<file path="src/rtl/sscf_pkg.sv">
// shared types, codes and channel range table for the sensor sample controller
// no dependencies
package sscf_pkg;

  localparam int DEF_BUFFER_DEPTH = 16;
  localparam int DEF_CHANNELS     = 4;

  typedef enum logic [3:0] {
    KIND_ENABLE  = 4'd0,
    KIND_DISABLE = 4'd1,
    KIND_TRIGGER = 4'd2,
    KIND_UPDATE  = 4'd3,
    KIND_LOAD    = 4'd4,
    KIND_PUSH    = 4'd5,
    KIND_POP     = 4'd6,
    KIND_CLEAR   = 4'd7,
    KIND_READ    = 4'd8
  } kind_e;

  typedef enum logic [1:0] {
    MODE_DISABLED = 2'd0,
    MODE_IDLE     = 2'd1,
    MODE_SAMPLING = 2'd2
  } mode_e;

  typedef enum logic [1:0] {
    ST_OK      = 2'd0,
    ST_REFUSED = 2'd1,
    ST_FULL    = 2'd2,
    ST_EMPTY   = 2'd3
  } status_e;

  typedef enum logic [2:0] {
    S_IDLE,
    S_EXEC,
    S_WAIT,
    S_UPD,
    S_OUT
  } fsm_e;

  typedef struct packed {
    logic push;
    logic pop;
    logic rd;
    logic clear;
  } ring_ctrl_t;

  typedef struct packed {
    logic       full;
    logic       empty;
    logic [3:0] count;
  } ring_stat_t;

  localparam logic signed [31:0] RANGE_LO [4] = '{-32'sd10000, 32'sd0, -32'sd40, 32'sd0};
  localparam logic signed [31:0] RANGE_HI [4] = '{32'sd10000, 32'sd10000, 32'sd125, 32'sd5000};

  function automatic logic signed [31:0] clamp_chan(input logic [1:0] ch,
                                                    input logic signed [31:0] v);
    logic signed [31:0] lo;
    logic signed [31:0] hi;
    logic signed [31:0] r;
    lo = RANGE_LO[ch];
    hi = RANGE_HI[ch];
    r  = v;
    if (r < lo) r = lo;
    if (r > hi) r = hi;
    return r;
  endfunction

endpackage

</file>
<file path="src/rtl/sensor_sample_controller_fifo_unit.sv">
// Four-channel sensor sampler with a sample ring buffer. One item is taken at a time and
// yields one result item. Enable, disable, trigger, load, push, clear and unused kinds pass
// through the accepting state, one execute state and the state that loads the result
// register. Pop and read channel add a wait state for the registered read of the ring
// memory or the channel value memory, except for a pop of an empty ring or a read of an
// out-of-range channel. Update visits one channel per cycle through the single read port
// of the channel value memory, the read of the next channel overlapping the clamp and
// write-back of the current one, and a last step clamps and writes back the last channel.
// A finished result sits in an output register, so the next item is accepted while it
// waits to be taken. The ring holds at most BUFFER_DEPTH-1 entries. The continuous-sampling
// bit is written through cfg_we_i / cfg_wdata_i.
// depends on sscf_pkg and sscf_ring
module sensor_sample_controller_fifo_unit #(
  parameter int BUFFER_DEPTH = sscf_pkg::DEF_BUFFER_DEPTH,
  parameter int CHANNELS     = sscf_pkg::DEF_CHANNELS
) (
  input  logic        clk_i,
  input  logic        rst_ni,
  input  logic        cfg_we_i,
  input  logic        cfg_wdata_i,
  input  logic        in_valid_i,
  output logic        in_ready_o,
  input  logic [3:0]  kind_i,
  input  logic [1:0]  sensor_id_i,
  input  logic signed [31:0] sample_value_i,
  output logic        out_valid_o,
  input  logic        out_ready_i,
  output logic [1:0]  status_o,
  output logic signed [31:0] read_value_o,
  output logic [1:0]  channel_mode_o,
  output logic [3:0]  buffer_count_o,
  output logic        enabled_flag_o,
  output logic        ready_flag_o,
  output logic        overflow_flag_o,
  output logic        trigger_flag_o
);

  localparam int CIW = (CHANNELS > 1) ? $clog2(CHANNELS) : 1;
  localparam int UCW = $clog2(CHANNELS + 1);

  sscf_pkg::fsm_e state_q, state_d;

  // item registers
  logic [3:0]         kind_q;
  logic [1:0]         id_q;
  logic signed [31:0] val_q;

  logic cont_q;
  logic en_q, en_d, rdy_q, rdy_d, trig_q, trig_d, ovf_q, ovf_d;
  sscf_pkg::mode_e chst_q [CHANNELS];
  sscf_pkg::mode_e chst_d [CHANNELS];
  sscf_pkg::status_e status_q, status_d;
  logic signed [31:0] rval_q, rval_d;
  logic [UCW-1:0] cnt_q, cnt_d;

  // channel value memory
  logic signed [31:0] chan_mem [CHANNELS];
  logic               chan_vld_q [CHANNELS];
  logic signed [31:0] chan_rdata_q;
  logic               chan_rvld_q;
  logic signed [31:0] chan_rd;
  logic               chan_we, chan_re;
  logic [CIW-1:0]     chan_waddr, chan_raddr;
  logic signed [31:0] chan_wdata;

  sscf_pkg::ring_ctrl_t ring_ctrl;
  sscf_pkg::ring_stat_t ring_stat;
  logic [31:0]          ring_rdata;
  logic signed [31:0]   push_data;

  logic           id_ok;
  logic [CIW-1:0] id_idx;
  logic [UCW-1:0] prev_cnt;
  logic [CIW-1:0] proc_idx;
  logic           out_load;
  logic           accept;

  assign id_ok    = ({1'b0, id_q} < 3'(CHANNELS));
  assign id_idx   = id_q[CIW-1:0];
  assign prev_cnt = cnt_q - UCW'(1);
  assign proc_idx = prev_cnt[CIW-1:0];
  assign chan_rd  = chan_rvld_q ? chan_rdata_q : '0;
  assign accept   = in_valid_i && in_ready_o;
  assign out_load = (state_q == sscf_pkg::S_OUT) && (!out_valid_o || out_ready_i);

  sscf_ring #(
    .BUFFER_DEPTH(BUFFER_DEPTH)
  ) u_ring (
    .clk_i      (clk_i),
    .rst_ni     (rst_ni),
    .ctrl_i     (ring_ctrl),
    .push_data_i(push_data),
    .stat_o     (ring_stat),
    .rdata_o    (ring_rdata)
  );

  // next state
  always_comb begin
    state_d = state_q;
    unique case (state_q)
      sscf_pkg::S_IDLE: begin
        if (in_valid_i) state_d = sscf_pkg::S_EXEC;
      end
      sscf_pkg::S_EXEC: begin
        unique case (kind_q)
          sscf_pkg::KIND_UPDATE: state_d = sscf_pkg::S_UPD;
          sscf_pkg::KIND_POP:
            state_d = ring_stat.empty ? sscf_pkg::S_OUT : sscf_pkg::S_WAIT;
          sscf_pkg::KIND_READ:
            state_d = id_ok ? sscf_pkg::S_WAIT : sscf_pkg::S_OUT;
          default: state_d = sscf_pkg::S_OUT;
        endcase
      end
      sscf_pkg::S_WAIT: state_d = sscf_pkg::S_OUT;
      sscf_pkg::S_UPD: begin
        if (cnt_q == UCW'(CHANNELS)) state_d = sscf_pkg::S_OUT;
      end
      sscf_pkg::S_OUT: begin
        if (out_load) state_d = sscf_pkg::S_IDLE;
      end
      default: state_d = sscf_pkg::S_IDLE;
    endcase
  end

  // datapath and memory commands
  always_comb begin
    logic signed [31:0] cv;
    chst_d     = chst_q;
    en_d       = en_q;
    rdy_d      = rdy_q;
    trig_d     = trig_q;
    ovf_d      = ovf_q;
    status_d   = status_q;
    rval_d     = rval_q;
    cnt_d      = cnt_q;
    chan_we    = 1'b0;
    chan_re    = 1'b0;
    chan_waddr = id_idx;
    chan_raddr = id_idx;
    chan_wdata = val_q;
    ring_ctrl  = '0;
    push_data  = val_q;
    cv         = chan_rd;

    unique case (state_q)
      sscf_pkg::S_IDLE: begin
        if (in_valid_i) begin
          status_d = sscf_pkg::ST_OK;
          rval_d   = '0;
          cnt_d    = '0;
        end
      end
      sscf_pkg::S_EXEC: begin
        unique case (kind_q)
          sscf_pkg::KIND_ENABLE: begin
            for (int i = 0; i < CHANNELS; i++) chst_d[i] = sscf_pkg::MODE_IDLE;
            en_d  = 1'b1;
            rdy_d = 1'b1;
          end
          sscf_pkg::KIND_DISABLE: begin
            for (int i = 0; i < CHANNELS; i++) chst_d[i] = sscf_pkg::MODE_DISABLED;
            en_d  = 1'b0;
            rdy_d = 1'b0;
          end
          sscf_pkg::KIND_TRIGGER: begin
            if (en_q) begin
              trig_d = 1'b1;
              for (int i = 0; i < CHANNELS; i++) begin
                if (chst_q[i] == sscf_pkg::MODE_IDLE) chst_d[i] = sscf_pkg::MODE_SAMPLING;
              end
            end else begin
              status_d = sscf_pkg::ST_REFUSED;
            end
          end
          sscf_pkg::KIND_LOAD: begin
            chan_we = id_ok;
          end
          sscf_pkg::KIND_PUSH: begin
            ring_ctrl.push = 1'b1;
            if (ring_stat.full) begin
              ovf_d    = 1'b1;
              status_d = sscf_pkg::ST_FULL;
            end
          end
          sscf_pkg::KIND_POP: begin
            if (ring_stat.empty) begin
              status_d = sscf_pkg::ST_EMPTY;
            end else begin
              ring_ctrl.rd = 1'b1;
            end
          end
          sscf_pkg::KIND_CLEAR: begin
            ring_ctrl.clear = 1'b1;
            ovf_d           = 1'b0;
          end
          sscf_pkg::KIND_READ: begin
            chan_re = id_ok;
          end
          default: ;
        endcase
      end
      sscf_pkg::S_WAIT: begin
        if (kind_q == sscf_pkg::KIND_POP) begin
          rval_d        = ring_rdata;
          ring_ctrl.pop = 1'b1;
        end else begin
          rval_d = chan_rd;
        end
      end
      sscf_pkg::S_UPD: begin
        // read channel cnt while clamping channel cnt-1
        if (cnt_q < UCW'(CHANNELS)) begin
          chan_re    = 1'b1;
          chan_raddr = cnt_q[CIW-1:0];
          cnt_d      = cnt_q + UCW'(1);
        end
        if (cnt_q != '0 && chst_q[proc_idx] == sscf_pkg::MODE_SAMPLING) begin
          cv                 = sscf_pkg::clamp_chan(2'(proc_idx), chan_rd);
          chst_d[proc_idx]   = sscf_pkg::MODE_IDLE;
          chan_we            = 1'b1;
          chan_waddr         = proc_idx;
          chan_wdata         = cv;
          push_data          = cv;
          if (cont_q) begin
            ring_ctrl.push = 1'b1;
            if (ring_stat.full) ovf_d = 1'b1;
          end
        end
        if (cnt_q == UCW'(CHANNELS)) begin
          trig_d = 1'b0;
          if (cont_q && rdy_q && en_q) begin
            trig_d = 1'b1;
            for (int i = 0; i < CHANNELS; i++) begin
              if (chst_d[i] == sscf_pkg::MODE_IDLE) chst_d[i] = sscf_pkg::MODE_SAMPLING;
            end
          end
        end
      end
      sscf_pkg::S_OUT: ;
      default: ;
    endcase
  end

  assign in_ready_o = (state_q == sscf_pkg::S_IDLE);

  always_ff @(posedge clk_i or negedge rst_ni) begin
    if (!rst_ni) begin
      state_q  <= sscf_pkg::S_IDLE;
      cont_q   <= 1'b0;
      en_q     <= 1'b0;
      rdy_q    <= 1'b0;
      trig_q   <= 1'b0;
      ovf_q    <= 1'b0;
      status_q <= sscf_pkg::ST_OK;
      cnt_q    <= '0;
      for (int i = 0; i < CHANNELS; i++) begin
        chst_q[i]     <= sscf_pkg::MODE_DISABLED;
        chan_vld_q[i] <= 1'b0;
      end
      out_valid_o <= 1'b0;
    end else begin
      state_q  <= state_d;
      en_q     <= en_d;
      rdy_q    <= rdy_d;
      trig_q   <= trig_d;
      ovf_q    <= ovf_d;
      status_q <= status_d;
      cnt_q    <= cnt_d;
      chst_q   <= chst_d;
      if (cfg_we_i) cont_q <= cfg_wdata_i;
      if (chan_we) chan_vld_q[chan_waddr] <= 1'b1;
      if (out_load) begin
        out_valid_o <= 1'b1;
      end else if (out_ready_i) begin
        out_valid_o <= 1'b0;
      end
    end
  end

  // payload registers
  always_ff @(posedge clk_i) begin
    rval_q <= rval_d;
    if (accept) begin
      kind_q <= kind_i;
      id_q   <= sensor_id_i;
      val_q  <= sample_value_i;
    end
    if (out_load) begin
      status_o        <= status_q;
      read_value_o    <= rval_q;
      channel_mode_o  <= id_ok ? chst_q[id_idx] : sscf_pkg::MODE_DISABLED;
      buffer_count_o  <= ring_stat.count;
      enabled_flag_o  <= en_q;
      ready_flag_o    <= rdy_q;
      overflow_flag_o <= ovf_q;
      trigger_flag_o  <= trig_q;
    end
  end

  // channel value memory, entries read as zero until first written
  always_ff @(posedge clk_i) begin
    if (chan_we) chan_mem[chan_waddr] <= chan_wdata;
    if (chan_re) begin
      chan_rdata_q <= chan_mem[chan_raddr];
      chan_rvld_q  <= chan_vld_q[chan_raddr];
    end
  end

endmodule

</file>
<file path="src/rtl/sscf_ring.sv">
// sample ring buffer: one synchronous memory plus write and read pointers
// depends on sscf_pkg
module sscf_ring #(
  parameter int BUFFER_DEPTH = sscf_pkg::DEF_BUFFER_DEPTH
) (
  input  logic                 clk_i,
  input  logic                 rst_ni,
  input  sscf_pkg::ring_ctrl_t ctrl_i,
  input  logic [31:0]          push_data_i,
  output sscf_pkg::ring_stat_t stat_o,
  output logic [31:0]          rdata_o
);

  localparam int PW = $clog2(BUFFER_DEPTH);
  localparam int CW = PW + 1;

  logic [31:0]   mem [BUFFER_DEPTH];
  logic [31:0]   rdata_q;
  logic [PW-1:0] wr_ptr_q, wr_ptr_d;
  logic [PW-1:0] rd_ptr_q, rd_ptr_d;
  logic [PW-1:0] wr_nxt, rd_nxt;
  logic [CW-1:0] diff;
  logic [31:0]   diff_wide;
  logic          full;

  function automatic logic [PW-1:0] ptr_inc(input logic [PW-1:0] p);
    return (p == PW'(BUFFER_DEPTH - 1)) ? '0 : p + PW'(1);
  endfunction

  assign wr_nxt = ptr_inc(wr_ptr_q);
  assign rd_nxt = ptr_inc(rd_ptr_q);
  // one slot stays free
  assign full   = (wr_nxt == rd_ptr_q);

  always_comb begin
    if (wr_ptr_q >= rd_ptr_q) begin
      diff = {1'b0, wr_ptr_q} - {1'b0, rd_ptr_q};
    end else begin
      diff = {1'b0, wr_ptr_q} + CW'(BUFFER_DEPTH) - {1'b0, rd_ptr_q};
    end
  end

  assign diff_wide    = 32'(diff);
  assign stat_o.full  = full;
  assign stat_o.empty = (wr_ptr_q == rd_ptr_q);
  assign stat_o.count = diff_wide[3:0];
  assign rdata_o      = rdata_q;

  always_comb begin
    wr_ptr_d = wr_ptr_q;
    rd_ptr_d = rd_ptr_q;
    if (ctrl_i.clear) begin
      wr_ptr_d = '0;
      rd_ptr_d = '0;
    end else begin
      if (ctrl_i.push && !full) wr_ptr_d = wr_nxt;
      if (ctrl_i.pop) rd_ptr_d = rd_nxt;
    end
  end

  always_ff @(posedge clk_i or negedge rst_ni) begin
    if (!rst_ni) begin
      wr_ptr_q <= '0;
      rd_ptr_q <= '0;
    end else begin
      wr_ptr_q <= wr_ptr_d;
      rd_ptr_q <= rd_ptr_d;
    end
  end

  always_ff @(posedge clk_i) begin
    if (ctrl_i.push && !full && !ctrl_i.clear) begin
      mem[wr_ptr_q] <= push_data_i;
    end
    if (ctrl_i.rd) begin
      rdata_q <= mem[rd_ptr_q];
    end
  end

endmodule

</file>
<file path="config.mk">
export PLATFORM = sky130hd
export DESIGN_NAME = sensor_sample_controller_fifo_unit
export DESIGN_NICKNAME = d
export VERILOG_FILES = /design/src/rtl/sscf_pkg.sv /design/src/rtl/sensor_sample_controller_fifo_unit.sv /design/src/rtl/sscf_ring.sv
export SDC_FILE = /design/constraint.sdc
export NUM_CORES = 1
export LEC_CHECK = 0
export BUFFER_PORTS_ARGS = -buffer_cell sky130_fd_sc_hd__buf_2
export CORE_UTILIZATION = 40
export CTS_CLUSTER_DIAMETER = 60
export DETAILED_ROUTE_END_ITERATION = 12
export PLACE_DENSITY = 0.59
export SETUP_SLACK_MARGIN = 0.2
export SYNTH_ARGS = -nofsm -noshare
export SYNTH_HDL_FRONTEND = slang
export SYNTH_SLANG_ARGS = --single-unit
</file>
<file path="constraint.sdc">
create_clock -name clk_i -period 8 [get_ports clk_i]
set_clock_uncertainty 0.15 [all_clocks]
set_input_delay 1.6 -clock clk_i [delete_from_list [all_inputs] [get_ports clk_i]]
set_output_delay 1.6 -clock clk_i [all_outputs]
set_load 0.01 [all_outputs]
</file>
==> results of run 1 <==
cells in the final DEF (no fill, tap or decap), types with 6 or more instances in the layout:
cell and instances:
sky130_fd_sc_hd__a211oi_1 9, sky130_fd_sc_hd__a21o_1 7, sky130_fd_sc_hd__a21oi_1 75, sky130_fd_sc_hd__a31oi_1 27, sky130_fd_sc_hd__and2_1 22, sky130_fd_sc_hd__and2_2 7
sky130_fd_sc_hd__and2_4 12, sky130_fd_sc_hd__buf_2 89, sky130_fd_sc_hd__buf_4 53, sky130_fd_sc_hd__bufinv_16 10, sky130_fd_sc_hd__clkbuf_1 14, sky130_fd_sc_hd__clkbuf_16 87
sky130_fd_sc_hd__clkinv_1 22, sky130_fd_sc_hd__clkinv_2 6, sky130_fd_sc_hd__dfrtp_1 29, sky130_fd_sc_hd__edfxtp_1 818, sky130_fd_sc_hd__ha_1 48, sky130_fd_sc_hd__inv_1 29
sky130_fd_sc_hd__mux4_2 195, sky130_fd_sc_hd__nand2_1 106, sky130_fd_sc_hd__nand2b_1 7, sky130_fd_sc_hd__nand3_1 10, sky130_fd_sc_hd__nand4_1 8, sky130_fd_sc_hd__nor2_1 69
sky130_fd_sc_hd__nor4_1 7, sky130_fd_sc_hd__o211ai_1 20, sky130_fd_sc_hd__o21ai_0 40, sky130_fd_sc_hd__or2_1 6, sky130_fd_sc_hd__or2_2 6, sky130_fd_sc_hd__or3_1 6
worst max-delay path by stage:
| stage | from | end | slack, ps | cells past startpoint |
|---|---|---|---|---|
| 2_1_floorplan | cnt_q[0] | chan_mem[0][9] | 1750 | 21 |
| 3_3_place_gp | chan_rvld_q | u_ring.mem[10][8] | 800 | 19 |
| 3_5_place_dp | chan_rvld_q | u_ring.mem[9][8] | 550 | 19 |
| 4_1_cts | chan_rvld_q | u_ring.mem[6][8] | 510 | 19 |
| 5_1_grt | chan_rvld_q | u_ring.mem[10][6] | 190 | 19 |
| 6_report | chan_rvld_q | u_ring.mem[7][6] | 680 | 19 |
flip-flops by register name, indices dropped and copies added (netlist names), 8 cells and up:
name            cells
val_q              32
u_ring.mem        512
chst_q              8
chan_rdata_q       32
chan_mem          128
rval_q             32
read_value_o       32
u_ring.rdata_o     32
cells in the mapped netlist (7+ instances only):
cell	n
sky130_fd_sc_hd__edfxtp_1	818
sky130_fd_sc_hd__mux4_2	195
sky130_fd_sc_hd__nand2_1	106
sky130_fd_sc_hd__a21oi_1	75
sky130_fd_sc_hd__nor2_1	70
sky130_fd_sc_hd__clkbuf_1	52
sky130_fd_sc_hd__ha_1	48
sky130_fd_sc_hd__and2_1	41
sky130_fd_sc_hd__o21ai_0	40
sky130_fd_sc_hd__dfrtp_1	33
sky130_fd_sc_hd__inv_1	29
sky130_fd_sc_hd__a31oi_1	27
sky130_fd_sc_hd__o211ai_1	20
sky130_fd_sc_hd__buf_2	17
sky130_fd_sc_hd__buf_1	12
sky130_fd_sc_hd__nand3_1	10
sky130_fd_sc_hd__a211oi_1	9
sky130_fd_sc_hd__nand2b_1	8
sky130_fd_sc_hd__nand4_1	8
sky130_fd_sc_hd__a21o_1	7
sky130_fd_sc_hd__nor4_1	7
cell families (layout without fill, tap and decap cells):
group | count (synthesis) | in the layout | share of synthesized area, %
adder cells (fa/ha/maj) | 49 | 49 | 1.82
buffers and inverters | 122 | 326 | 1.57
flip-flops | 851 | 851 | 74.3
other | 0 | 1 | 0
XOR/XNOR | 10 | 10 | 0.256
AO/OA/AOI/OAI | 238 | 238 | 4.55
multiplexers | 206 | 206 | 13.2
AND/OR/NAND/NOR | 302 | 302 | 4.34
area by class of cell:
cell class	count	area (um2)	area share [%]
Sequential cell	851	25400	65.0
Multi-Input combinational cell	805	8450	21.6
Clock buffer	105	2280	5.85
Tap cell	1134	1420	3.63
Timing Repair Buffer	143	863	2.21
Clock inverter	48	526	1.35
Inverter	30	113	0.288
Antenna cell	1	2.50	0.00641
power groups by stage:
stage / combinational (mW) / clock (mW) / sequential [mW]
final: 1.40 / 4.02 / 5.47
after global routing: 1.53 / 4.26 / 5.49
after detailed placement: 1.41 / 0 / 5.56
after floorplan: 0.960 / 0 / 5.50
after global placement: 1.38 / 0 / 5.56
after CTS: 1.41 / 4.09 / 5.48
metal layers:
metal  wire (um)  track usage [%]  share of wire, %
met3        4950             3.20               5.9
met2       40900             32.1                49
met1       36600             27.2                43
met4        1850             5.84               2.2
met5           0                0                 0
critical path, cell delays in order (launching register included):
cell and delay (ps):
sky130_fd_sc_hd__edfxtp_1 600, sky130_fd_sc_hd__and2_1 320, sky130_fd_sc_hd__ha_1 420, sky130_fd_sc_hd__nand4_2 160, sky130_fd_sc_hd__nor4_2 330, sky130_fd_sc_hd__a211oi_1 130
sky130_fd_sc_hd__o21ai_2 110, sky130_fd_sc_hd__mux2_4 450, sky130_fd_sc_hd__nor2_2 690, sky130_fd_sc_hd__nand2_2 570, sky130_fd_sc_hd__o21ai_0 260, sky130_fd_sc_hd__ha_1 200
sky130_fd_sc_hd__nand4_1 170, sky130_fd_sc_hd__a21oi_2 160, sky130_fd_sc_hd__a21oi_1 90, sky130_fd_sc_hd__or4b_4 530, sky130_fd_sc_hd__a211o_2 520, sky130_fd_sc_hd__a21oi_4 260
sky130_fd_sc_hd__o21ai_2 150, sky130_fd_sc_hd__a41oi_2 730
==> qor.json, run 1 <==
{
  "run_status": "completed",
  "ys.warnings.count": 0,
  "drt-initial-drc-count": 1576,
  "fin_nets": 2010,
  "clock_slew_seen_by_the_registers_of_the_worst_setup_and_hold_paths_ps": 60,
  "clock-root-buffer": "sky130_fd_sc_hd__clkbuf_16",
  "finalWeightedCongestion": 0.915,
  "die_width_um": 294,
  "wire_length_of_the_first_global_routing_pass_um": 123000,
  "worstSkewPairLatency_ps": 630,
  "grt_remaining_overflow": 0,
  "routed_wirelength_um": 84400,
  "slew_violations": 0,
  "cts_max_path_bufs": 3,
  "pre_cts_slack_ps": 546,
  "reg2reg_end": "u_ring.mem[7][6]",
  "grt_use_total_pct": 19.7,
  "timing.critical_path.required_ps": 8160,
  "hold-worst-slack_ps": 269,
  "netlist_top_cells_area": "sky130_fd_sc_hd__edfxtp_1 72%, sky130_fd_sc_hd__mux4_2 13%, sky130_fd_sc_hd__dfrtp_1 2.4%",
  "setup.reg_to_reg.worst_slack_ps": 680,
  "io-pin-count": 90,
  "postLayoutCellArea_mm2": 0.0391,
  "grt_start_max_net_pins": 94,
  "avgRoutedWirePerCell_um": 27.1,
  "share_of_async_settable_or_async_resettable_flops_after_synthesis_pct": 3.88,
  "timing.hold.worst_path_depth": 0,
  "r2r_cells": 19,
  "type_of_the_worst_min_delay_path": "reg2reg",
  "place.detailed.instances": 2963,
  "hold-path-endpoint": "read_value_o[15]",
  "floorplan.initialDensity_pct": 40.7,
  "ys_seq_area_share_pct": 74.3,
  "timing.final.hold_violations": 0,
  "peak_supply_drop_mv": 0.231,
  "placement.cell_area_mm2": 0.0362,
  "setup.worst_path.class": "reg2reg",
  "share_of_post_route_cells_with_drive_strength_above_1_pct": 26.9,
  "critical_path.endpoint_type": "flip-flop",
  "cts-buffers-inserted": 86,
  "seqPwrFrac_pct": 50.2,
  "startpoint_type_of_the_worst_setup_path": "flip-flop",
  "finalCritPeriodShare_pct": 91.6,
  "cts_hold_buf": 0,
  "tritoncts": "yes",
  "holdCritStartpoint": "rval_q[15]",
  "std_cell_rows": 106,
  "fp.dieH_um": 294,
  "maxCapViolCount": 0,
  "rsz0062_at_grt": "true",
  "number_of_gates_resized_after_cts": 0,
  "leakage_nw": 12.4,
  "comb_power_share_pct": 12.9,
  "cell_taking_the_most_area_after_synthesis": "sky130_fd_sc_hd__edfxtp_1",
  "grt_antenna_before_repair": 0,
  "cts_sink_cnt": 851,
  "final-instance-count-excl-fill": 3117,
  "dieArea_mm2": 0.0866,
  "cts.repair_timing.setup_buffer_count": 0,
  "critical_path.reg2reg.startpoint": "chan_rvld_q",
  "power.density_cell_area_mw_per_mm2": 279,
  "power.net_switching_mw": 2.68,
  "setup-tns-final_ps": 0,
  "p_int_mw": 8.21,
  "netlist.area_leader.share_pct": 71.9,
  "syn2layout_area_growth_pct": 14.2,
  "period_minus_slack_ps": 7320,
  "slew_headroom_pct": 19.8,
  "postSynthCellCount": 1778,
  "maximum_level_of_the_cts_h_tree": 3,
  "antenna_left": 0,
  "post_layout_worst_setup_margin_ps": 675,
  "synth_cell_type_count": 81,
  "via_count": 17400,
  "switching_share_pct": 24.6,
  "ffs_latches_synth": 851,
  "design_power_total_mw": 10.9,
  "port-buffer-count": 89,
  "drcViolationCount": 0,
  "crit_path_max_fanout": 26,
  "grt_pass1_vias": 18000,
  "n_fill_cell": 7082,
  "worst-endpoint-arrival_ps": 7490,
  "postSynth.topFlopCell": "sky130_fd_sc_hd__edfxtp_1",
  "p_clk_share_pct": 36.9,
  "design.core.area_mm2": 0.0841,
  "drtPass1Iterations": 7,
  "achievable-frequency_mhz": 137,
  "postSynthNetCount": 1871,
  "syn-cell-area_mm2": 0.0342,
  "final_core_utilization_pct": 46.4,
  "final_setup_vio_count": 0,
  "dpl.hpwl_um": 46500,
  "vias_per_cell": 5.60,
  "avgSynthCellArea_um2": 19.2,
  "synth-edff-count": 818,
  "max_slew.worst_pin.slew_ps": 1200
}
Power figures use the tool's default switching activity.
==> inputs of run 2 (changes only) <==
==> constraint.sdc (replaced) <==
create_clock -name clk_i -period 8.45 [get_ports clk_i]
set_clock_uncertainty 0.15 [all_clocks]
set_input_delay 1.69 -clock clk_i [delete_from_list [all_inputs] [get_ports clk_i]]
set_output_delay 1.69 -clock clk_i [all_outputs]
set_load 0.01 [all_outputs]
==> qor.json, run 2 (synthesized netlist as in run 1, its figures left out) <==
{
  "setup.reg_to_reg.worst_slack": {"value": 1190, "unit": "ps", "change": "+510 ps"},
  "grt_remaining_overflow": {"value": 0, "change": "unchanged"},
  "clock_slew_seen_by_the_registers_of_the_worst_setup_and_hold_paths": {"value": 70, "unit": "ps", "change": "about the same"},
  "slew_violations": {"value": 0, "change": "unchanged"},
  "critical_path.endpoint": "u_ring.mem[14][8]",
  "period_minus_slack": {"value": 7260, "unit": "ps", "change": "-63.9 ps"},
  "reg2reg_end": "u_ring.mem[14][8]",
  "design_power_total": {"value": 10.1, "unit": "mW", "change": "-6.9%"},
  "r2r_cells": {"value": 19, "change": "unchanged"},
  "fp.dieH": {"value": 294, "unit": "um", "change": "unchanged"},
  "rsz0062_at_grt": "false",
  "dpl.hpwl": {"value": 46800, "unit": "um", "change": "+0.73%"},
  "area_used_by_multi_input_combinational_logic": {"value": 0.00843, "unit": "mm2", "change": "-0.22%"},
  "setup.worst_path.class": "reg2reg",
  "maxCapViolCount": {"value": 0, "change": "unchanged"},
  "cts_sink_cnt": {"value": 851, "change": "unchanged"},
  "startpoint_type_of_the_worst_setup_path": "flip-flop",
  "wire_length_of_the_first_global_routing_pass": {"value": 123000, "unit": "um", "change": "+0.28%"},
  "io-pin-count": {"value": 90, "change": "unchanged"},
  "grt_antenna_before_repair": {"value": 1, "change": "+1"},
  "leakage": {"value": 12.4, "unit": "nW", "change": "-0.25%"},
  "critical_path.endpoint_type": "flip-flop",
  "timing.final.hold_violations": {"value": 0, "change": "unchanged"},
  "grt_pass1_vias": {"value": 17900, "change": "-0.56%"},
  "avgRoutedWirePerCell": {"value": 27.0, "unit": "um", "change": "-0.33%"},
  "mostFrequentLayoutCell": "sky130_fd_sc_hd__edfxtp_1",
  "cts_hold_buf": {"value": 0, "change": "unchanged"},
  "cts.repair_timing.setup_buffer_count": {"value": 0, "change": "unchanged"},
  "timing.critical_path.required": {"value": 8550, "unit": "ps", "change": "+390 ps"},
  "setup-tns-final": {"value": 0, "unit": "ps", "change": "unchanged"},
  "antenna_left": {"value": 0, "change": "unchanged"},
  "clock-root-buffer": "sky130_fd_sc_hd__clkbuf_16",
  "layout.cells.most_common_list": "818 x sky130_fd_sc_hd__edfxtp_1, 195 x sky130_fd_sc_hd__mux4_2, 106 x sky130_fd_sc_hd__nand2_1",
  "postLayoutCellArea": {"value": 0.0390, "unit": "mm2", "change": "-0.27%"},
  "drcViolationCount": {"value": 0, "change": "unchanged"},
  "critical_path.reg2reg.startpoint": "chan_rvld_q",
  "crit_path_max_fanout": {"value": 23, "change": "-12%"},
  "slew_headroom": {"value": 18.3, "unit": "%", "change": "-1.5 points"},
  "fin_nets": {"value": 2015, "change": "+0.25%"},
  "grt_start_max_net_pins": {"value": 61, "change": "-35%"},
  "final-instance-count-excl-fill": {"value": 3128, "change": "+0.35%"},
  "run_status": "completed",
  "std_cell_rows": {"value": 106, "change": "unchanged"},
  "reg.largest.list": "u_ring.mem (512), chan_mem (128)",
  "setup.worst_path.start": "chan_rvld_q",
  "storage_cell_area": {"value": 0.0254, "unit": "mm2", "change": "about the same"},
  "vias_per_cell": {"value": 5.58, "change": "-0.24%"},
  "via_count": {"value": 17500, "change": "+0.11%"},
  "finalWeightedCongestion": {"value": 0.880, "change": "-3.8%"},
  "n_fill_cell": {"value": 7082, "change": "unchanged"},
  "register_with_the_highest_flop_count": "u_ring.mem",
  "flip_flop_count_of_the_largest_register_all_copies_and_words_added": {"value": 512, "change": "unchanged"},
  "peak_supply_drop": {"value": 0.162, "unit": "mV", "change": "-30%"},
  "routed_wirelength": {"value": 84400, "unit": "um", "change": "about the same"},
  "cts_max_path_bufs": {"value": 3, "change": "unchanged"},
  "number_of_gates_resized_after_cts": {"value": 0, "change": "unchanged"},
  "place.detailed.instances": {"value": 2964, "change": "+0.034%"},
  "power.density_cell_area": {"value": 261, "unit": "mW/mm2", "change": "-6.6%"},
  "maximum_level_of_the_cts_h_tree": {"value": 3, "change": "unchanged"},
  "grt_use_total": {"value": 19.8, "unit": "%", "change": "+0.14 points"},
  "dieArea": {"value": 0.0866, "unit": "mm2", "change": "unchanged"},
  "worstSkewPairLatency": {"value": 660, "unit": "ps", "change": "+30 ps"},
  "drtPass1Iterations": {"value": 5, "change": "-2"},
  "share_of_post_route_cells_with_drive_strength_above_1": {"value": 26.8, "unit": "%", "change": "-0.15 points"},
  "tritoncts": "yes",
  "design.core.area": {"value": 0.0841, "unit": "mm2", "change": "unchanged"},
  "finalCritPeriodShare": {"value": 85.9, "unit": "%", "change": "-5.6 points"},
  "port-buffer-count": {"value": 89, "change": "unchanged"},
  "placement.cell_area": {"value": 0.0362, "unit": "mm2", "change": "about the same"},
  "worst-endpoint-arrival": {"value": 7370, "unit": "ps", "change": "-120 ps"},
  "type_of_the_worst_min_delay_path": "reg2reg",
  "floorplan.initialDensity": {"value": 40.7, "unit": "%", "change": "unchanged"},
  "achievable-frequency": {"value": 138, "unit": "MHz", "change": "+0.88%"},
  "syn2layout_area_growth_pct": 13.9,
  "die_width": {"value": 294, "unit": "um", "change": "unchanged"},
  "drt-initial-drc-count": {"value": 1510, "change": "-4.2%"},
  "final_setup_vio_count": {"value": 0, "change": "unchanged"},
  "max_slew.worst_pin.slew": {"value": 1220, "unit": "ps", "change": "+14.6 ps"},
  "cts-buffers-inserted": {"value": 88, "change": "+2.3%"}
}
==> run 2: cell types whose count changed in the layout (fill, tap and decap cells not counted), sizes merged <==
cell	change
clkbuf	+14
inv	+5
clkinv	+1
clkinvlp	-4
bufinv	-8
buf	+3
==> run 2: cell type report <==
class	count	share of cell area [%]
Multi-Input combinational cell	805	21.6
Inverter	30	0.289
Tap cell	1134	3.64
Antenna cell	1	0.00642
Timing Repair Buffer	146	2.24
Clock inverter	42	0.919
Sequential cell	851	65.2
Clock buffer	119	6.06
==> run 2: routing by layer <==
layer  vias up  GRT usage (%)  part of all wire, %
met2       565           31.9                   48
met5         -              0                0.015
met3       111           3.77                  6.4
li1       7529              -                    -
met1      9254           27.4                   43
met4         2           5.87                  2.3
==> run 2: worst min-delay path by stage <==
stage	start	to	slack, ps	cells past startpoint
finish	rval_q[14]	read_value_o[14]	270	0
global route	rval_q[14]	read_value_o[14]	260	0
CTS	rval_q[14]	read_value_o[14]	270	0
detailed placement	rval_q[30]	read_value_o[30]	250	0
global placement	rval_q[6]	read_value_o[6]	250	0
floorplan	rval_q[0]	read_value_o[0]	250	0
==> run 2: stage by stage <==
step                      util, %  hold WS [ps]  setup WS [ps]
after global routing         46.3           264            597
after CTS                    46.3           267           1100
after global placement       43.1           252           1380
after floorplan                 -           250           2200
after detailed placement     43.1           255           1140
final                        46.3           266           1190
==> run 2: worst max-delay path, cell delays in order, from the launching register on <==
cell and delay (ps):
sky130_fd_sc_hd__edfxtp_1 600, sky130_fd_sc_hd__and2_1 320, sky130_fd_sc_hd__ha_1 420, sky130_fd_sc_hd__nand4_2 160
sky130_fd_sc_hd__nor4_2 340, sky130_fd_sc_hd__a211oi_1 130, sky130_fd_sc_hd__o21ai_2 100, sky130_fd_sc_hd__mux2_4 450
sky130_fd_sc_hd__nor2_2 670, sky130_fd_sc_hd__nand2_2 240, sky130_fd_sc_hd__buf_4 280, sky130_fd_sc_hd__o21ai_0 110
sky130_fd_sc_hd__ha_1 250, sky130_fd_sc_hd__and2_1 180, sky130_fd_sc_hd__a2111o_1 430, sky130_fd_sc_hd__a21boi_2 190
sky130_fd_sc_hd__a211o_2 460, sky130_fd_sc_hd__a21oi_4 90, sky130_fd_sc_hd__o21a_2 260, sky130_fd_sc_hd__o31ai_2 1010
==> run 2: report_power, final <==
| group | total, mW | internal (mW) | switching, mW |
|---|---|---|---|
| clock | 3.66 | 2.04 | 1.61 |
| sequential | 5.15 | 5.02 | 0.123 |
| combinational | 1.35 | 0.522 | 0.826 |
| total | 10.1 | 7.59 | 2.56 |
==> inputs of run 3 (changes only) <==
--- a/config.mk
+++ b/config.mk
@@ -6,6 +6,7 @@
 export NUM_CORES = 1
 export LEC_CHECK = 0
 export BUFFER_PORTS_ARGS = -buffer_cell sky130_fd_sc_hd__buf_2
+export CAP_MARGIN = 40
 export CORE_UTILIZATION = 40
 export CTS_CLUSTER_DIAMETER = 60
 export DETAILED_ROUTE_END_ITERATION = 12
==> constraint.sdc (replaced) <==
create_clock -name clk_i -period 8.54 [get_ports clk_i]
set_clock_uncertainty 0.15 [all_clocks]
set_input_delay 1.708 -clock clk_i [delete_from_list [all_inputs] [get_ports clk_i]]
set_output_delay 1.708 -clock clk_i [all_outputs]
set_load 0.01 [all_outputs]
==> qor.json, run 3 (synthesized netlist as in run 1, its figures left out) <==
{
  "timing.critical_path.required": {"value": 8700, "unit": "ps", "change": "+150 ps"},
  "reg.largest.list": "u_ring.mem (512), chan_mem (128)",
  "std_cell_rows": {"value": 106, "change": "unchanged"},
  "crit_path_max_fanout": {"value": 33, "change": "+43%"},
  "port-buffer-count": {"value": 89, "change": "unchanged"},
  "slew_violations": {"value": 0, "change": "unchanged"},
  "syn2layout_area_growth_pct": 15.4,
  "via_count": {"value": 17700, "change": "+1.3%"},
  "grt_pass1_vias": {"value": 18000, "change": "+0.41%"},
  "fp.dieH": {"value": 294, "unit": "um", "change": "unchanged"},
  "cts-buffers-inserted": {"value": 87, "change": "-1.1%"},
  "run_status": "completed",
  "drt-initial-drc-count": {"value": 1896, "change": "+26%"},
  "tritoncts": "yes",
  "drcViolationCount": {"value": 0, "change": "unchanged"},
  "slew_headroom": {"value": 43.0, "unit": "%", "change": "+25 points"},
  "storage_cell_area": {"value": 0.0254, "unit": "mm2", "change": "unchanged"},
  "period_minus_slack": {"value": 7020, "unit": "ps", "change": "-245 ps"},
  "rsz0062_at_grt": "false",
  "maximum_level_of_the_cts_h_tree": {"value": 3, "change": "unchanged"},
  "clock-root-buffer": "sky130_fd_sc_hd__clkbuf_16",
  "leakage": {"value": 12.7, "unit": "nW", "change": "+2.1%"},
  "share_of_post_route_cells_with_drive_strength_above_1": {"value": 28.1, "unit": "%", "change": "+1.3 points"},
  "area_used_by_multi_input_combinational_logic": {"value": 0.00841, "unit": "mm2", "change": "-0.19%"},
  "achievable-frequency": {"value": 143, "unit": "MHz", "change": "+3.5%"},
  "dieArea": {"value": 0.0866, "unit": "mm2", "change": "unchanged"},
  "avgRoutedWirePerCell": {"value": 27.3, "unit": "um", "change": "+1.1%"},
  "pre_cts_slack": {"value": 1620, "unit": "ps", "change": "+480 ps"},
  "postLayoutCellArea": {"value": 0.0395, "unit": "mm2", "change": "+1.3%"},
  "design.core.area": {"value": 0.0841, "unit": "mm2", "change": "unchanged"},
  "grt_use_total": {"value": 20.0, "unit": "%", "change": "+0.22 points"},
  "maxCapViolCount": {"value": 0, "change": "unchanged"},
  "setup.worst_path.class": "reg2reg",
  "cts_sink_cnt": {"value": 851, "change": "unchanged"},
  "place.detailed.instances": {"value": 2984, "change": "+0.67%"},
  "wire_length_of_the_first_global_routing_pass": {"value": 125000, "unit": "um", "change": "+1.3%"},
  "post_layout_worst_setup_margin": {"value": 1520, "unit": "ps", "change": "+335 ps"},
  "grt_antenna_before_repair": {"value": 1, "change": "unchanged"},
  "cp_cell_sequence": "buf_4 -> nand2_1 -> inv_1 -> ha_1 -> o2111ai_1 -> nor4_1 -> nand3b_1 -> o21ba_2 -> nor2_2 -> nand2_2 -> o21ai_0 -> ha_1 -> nand4_1 -> a21oi_2 -> a21oi_1 -> or4b_4 -> a211o_2 -> a21oi_4 -> o21ai_2 -> a41oi_2",
  "worst-endpoint-arrival": {"value": 7170, "unit": "ps", "change": "-200 ps"},
  "antenna_left": {"value": 0, "change": "unchanged"},
  "final-instance-count-excl-fill": {"value": 3145, "change": "+0.54%"},
  "number_of_gates_resized_after_cts": {"value": 0, "change": "unchanged"},
  "cts_hold_buf": {"value": 0, "change": "unchanged"},
  "power.density_cell_area": {"value": 263, "unit": "mW/mm2", "change": "+0.79%"},
  "drtPass1Iterations": {"value": 5, "change": "unchanged"},
  "diodes": {"value": 0, "change": "-1"},
  "startpoint_type_of_the_worst_setup_path": "flip-flop",
  "placement.cell_area": {"value": 0.0365, "unit": "mm2", "change": "+0.89%"},
  "routed_wirelength": {"value": 85800, "unit": "um", "change": "+1.7%"},
  "timing.final.hold_violations": {"value": 0, "change": "unchanged"},
  "finalCritPeriodShare": {"value": 82.2, "unit": "%", "change": "-3.8 points"},
  "fin_nets": {"value": 2032, "change": "+0.84%"},
  "max_stage_delay": {"value": 760, "unit": "ps", "change": "-250 ps"},
  "grt_start_max_net_pins": {"value": 56, "change": "-8.2%"},
  "setup-tns-final": {"value": 0, "unit": "ps", "change": "unchanged"},
  "cp_slowest_cell": "sky130_fd_sc_hd__a41oi_2",
  "io-pin-count": {"value": 90, "change": "unchanged"},
  "vias_per_cell": {"value": 5.62, "change": "+0.73%"},
  "worstSkewPairLatency": {"value": 640, "unit": "ps", "change": "-20 ps"},
  "register_with_the_highest_flop_count": "u_ring.mem",
  "type_of_the_worst_min_delay_path": "reg2reg",
  "crit_top_cell": "sky130_fd_sc_hd__ha_1",
  "finalWeightedCongestion": {"value": 0.882, "change": "+0.17%"},
  "max_slew.worst_pin.slew": {"value": 854, "unit": "ps", "change": "-363 ps"},
  "flip_flop_count_of_the_largest_register_all_copies_and_words_added": {"value": 512, "change": "unchanged"},
  "cts.repair_timing.setup_buffer_count": {"value": 0, "change": "unchanged"},
  "grt_remaining_overflow": {"value": 0, "change": "unchanged"},
  "peak_supply_drop": {"value": 0.162, "unit": "mV", "change": "-0.28%"},
  "cts_max_path_bufs": {"value": 3, "change": "unchanged"},
  "mostFrequentLayoutCell": "sky130_fd_sc_hd__edfxtp_1",
  "dpl.hpwl": {"value": 51100, "unit": "um", "change": "+9.0%"},
  "die_width": {"value": 294, "unit": "um", "change": "unchanged"},
  "clock_slew_seen_by_the_registers_of_the_worst_setup_and_hold_paths": {"value": 60, "unit": "ps", "change": "about the same"},
  "n_fill_cell": {"value": 7050, "change": "-0.45%"},
  "layout.cells.most_common_list": "818 x sky130_fd_sc_hd__edfxtp_1, 195 x sky130_fd_sc_hd__mux4_2, 106 x sky130_fd_sc_hd__nand2_1",
  "floorplan.initialDensity": {"value": 40.7, "unit": "%", "change": "unchanged"},
  "critical-path-top-delay-family": "compound AO/OA/AOI/OAI gates",
  "final_setup_vio_count": {"value": 0, "change": "unchanged"},
  "number_of_buffers_and_inverters_on_the_critical_path": {"value": 2, "change": "+1"},
  "hold-worst-slack": {"value": 269, "unit": "ps", "change": "+2.73 ps"},
  "critical_path.endpoint_type": "flip-flop"
}
==> run 3: path summary, 6_finish.rpt <==
path	start	end	slack, ps	cells past startpoint
setup / recovery	chan_rvld_q	u_ring.mem[15][5]	1520	20
hold reg to reg	rval_q[20]	read_value_o[20]	270	0
max in group asynchronous	rst_ni	u_ring.rd_ptr_q[0]	7040	2
setup reg to reg	chan_rvld_q	u_ring.mem[15][5]	1520	20
hold / removal	rval_q[20]	read_value_o[20]	270	0
min in group asynchronous	rst_ni	chst_q[0]	760	1
==> run 3: final cells by class <==
class,instances,area share [%]
sequential,851,64.4
multi-input combinational,805,21.3
clock buffer,103,5.75
tap,1134,3.60
timing repair buffer,164,3.02
clock inverter,58,1.68
inverter,30,0.285
==> run 3: routing by layer <==
metal | up-vias | wire length (um) | share of wire [%] | global-route usage [%]
met4 | 2 | 2770 | 3.2 | 7.15
met2 | 616 | 40700 | 47 | 31.6
met1 | 9359 | 36900 | 43 | 27.9
met3 | 143 | 5400 | 6.3 | 3.54
li1 | 7564 | - | - | -
met5 | - | 11 | 0.013 | 0
==> run 3: power breakdown <==
group          total [mW]  internal (mW)  switching [mW]
Clock                3.90           2.28            1.62
Sequential           5.12           4.97           0.149
Combinational        1.35          0.543           0.807
Total                10.4           7.79            2.58
==> run 3: through the flow <==
step	power, mW	util (%)
2_1_floorplan	6.05	-
3_3_place_gp	6.50	43.1
3_5_place_dp	6.57	43.4
4_1_cts	10.5	46.9
5_1_grt	10.7	46.9
6_report	10.4	46.9
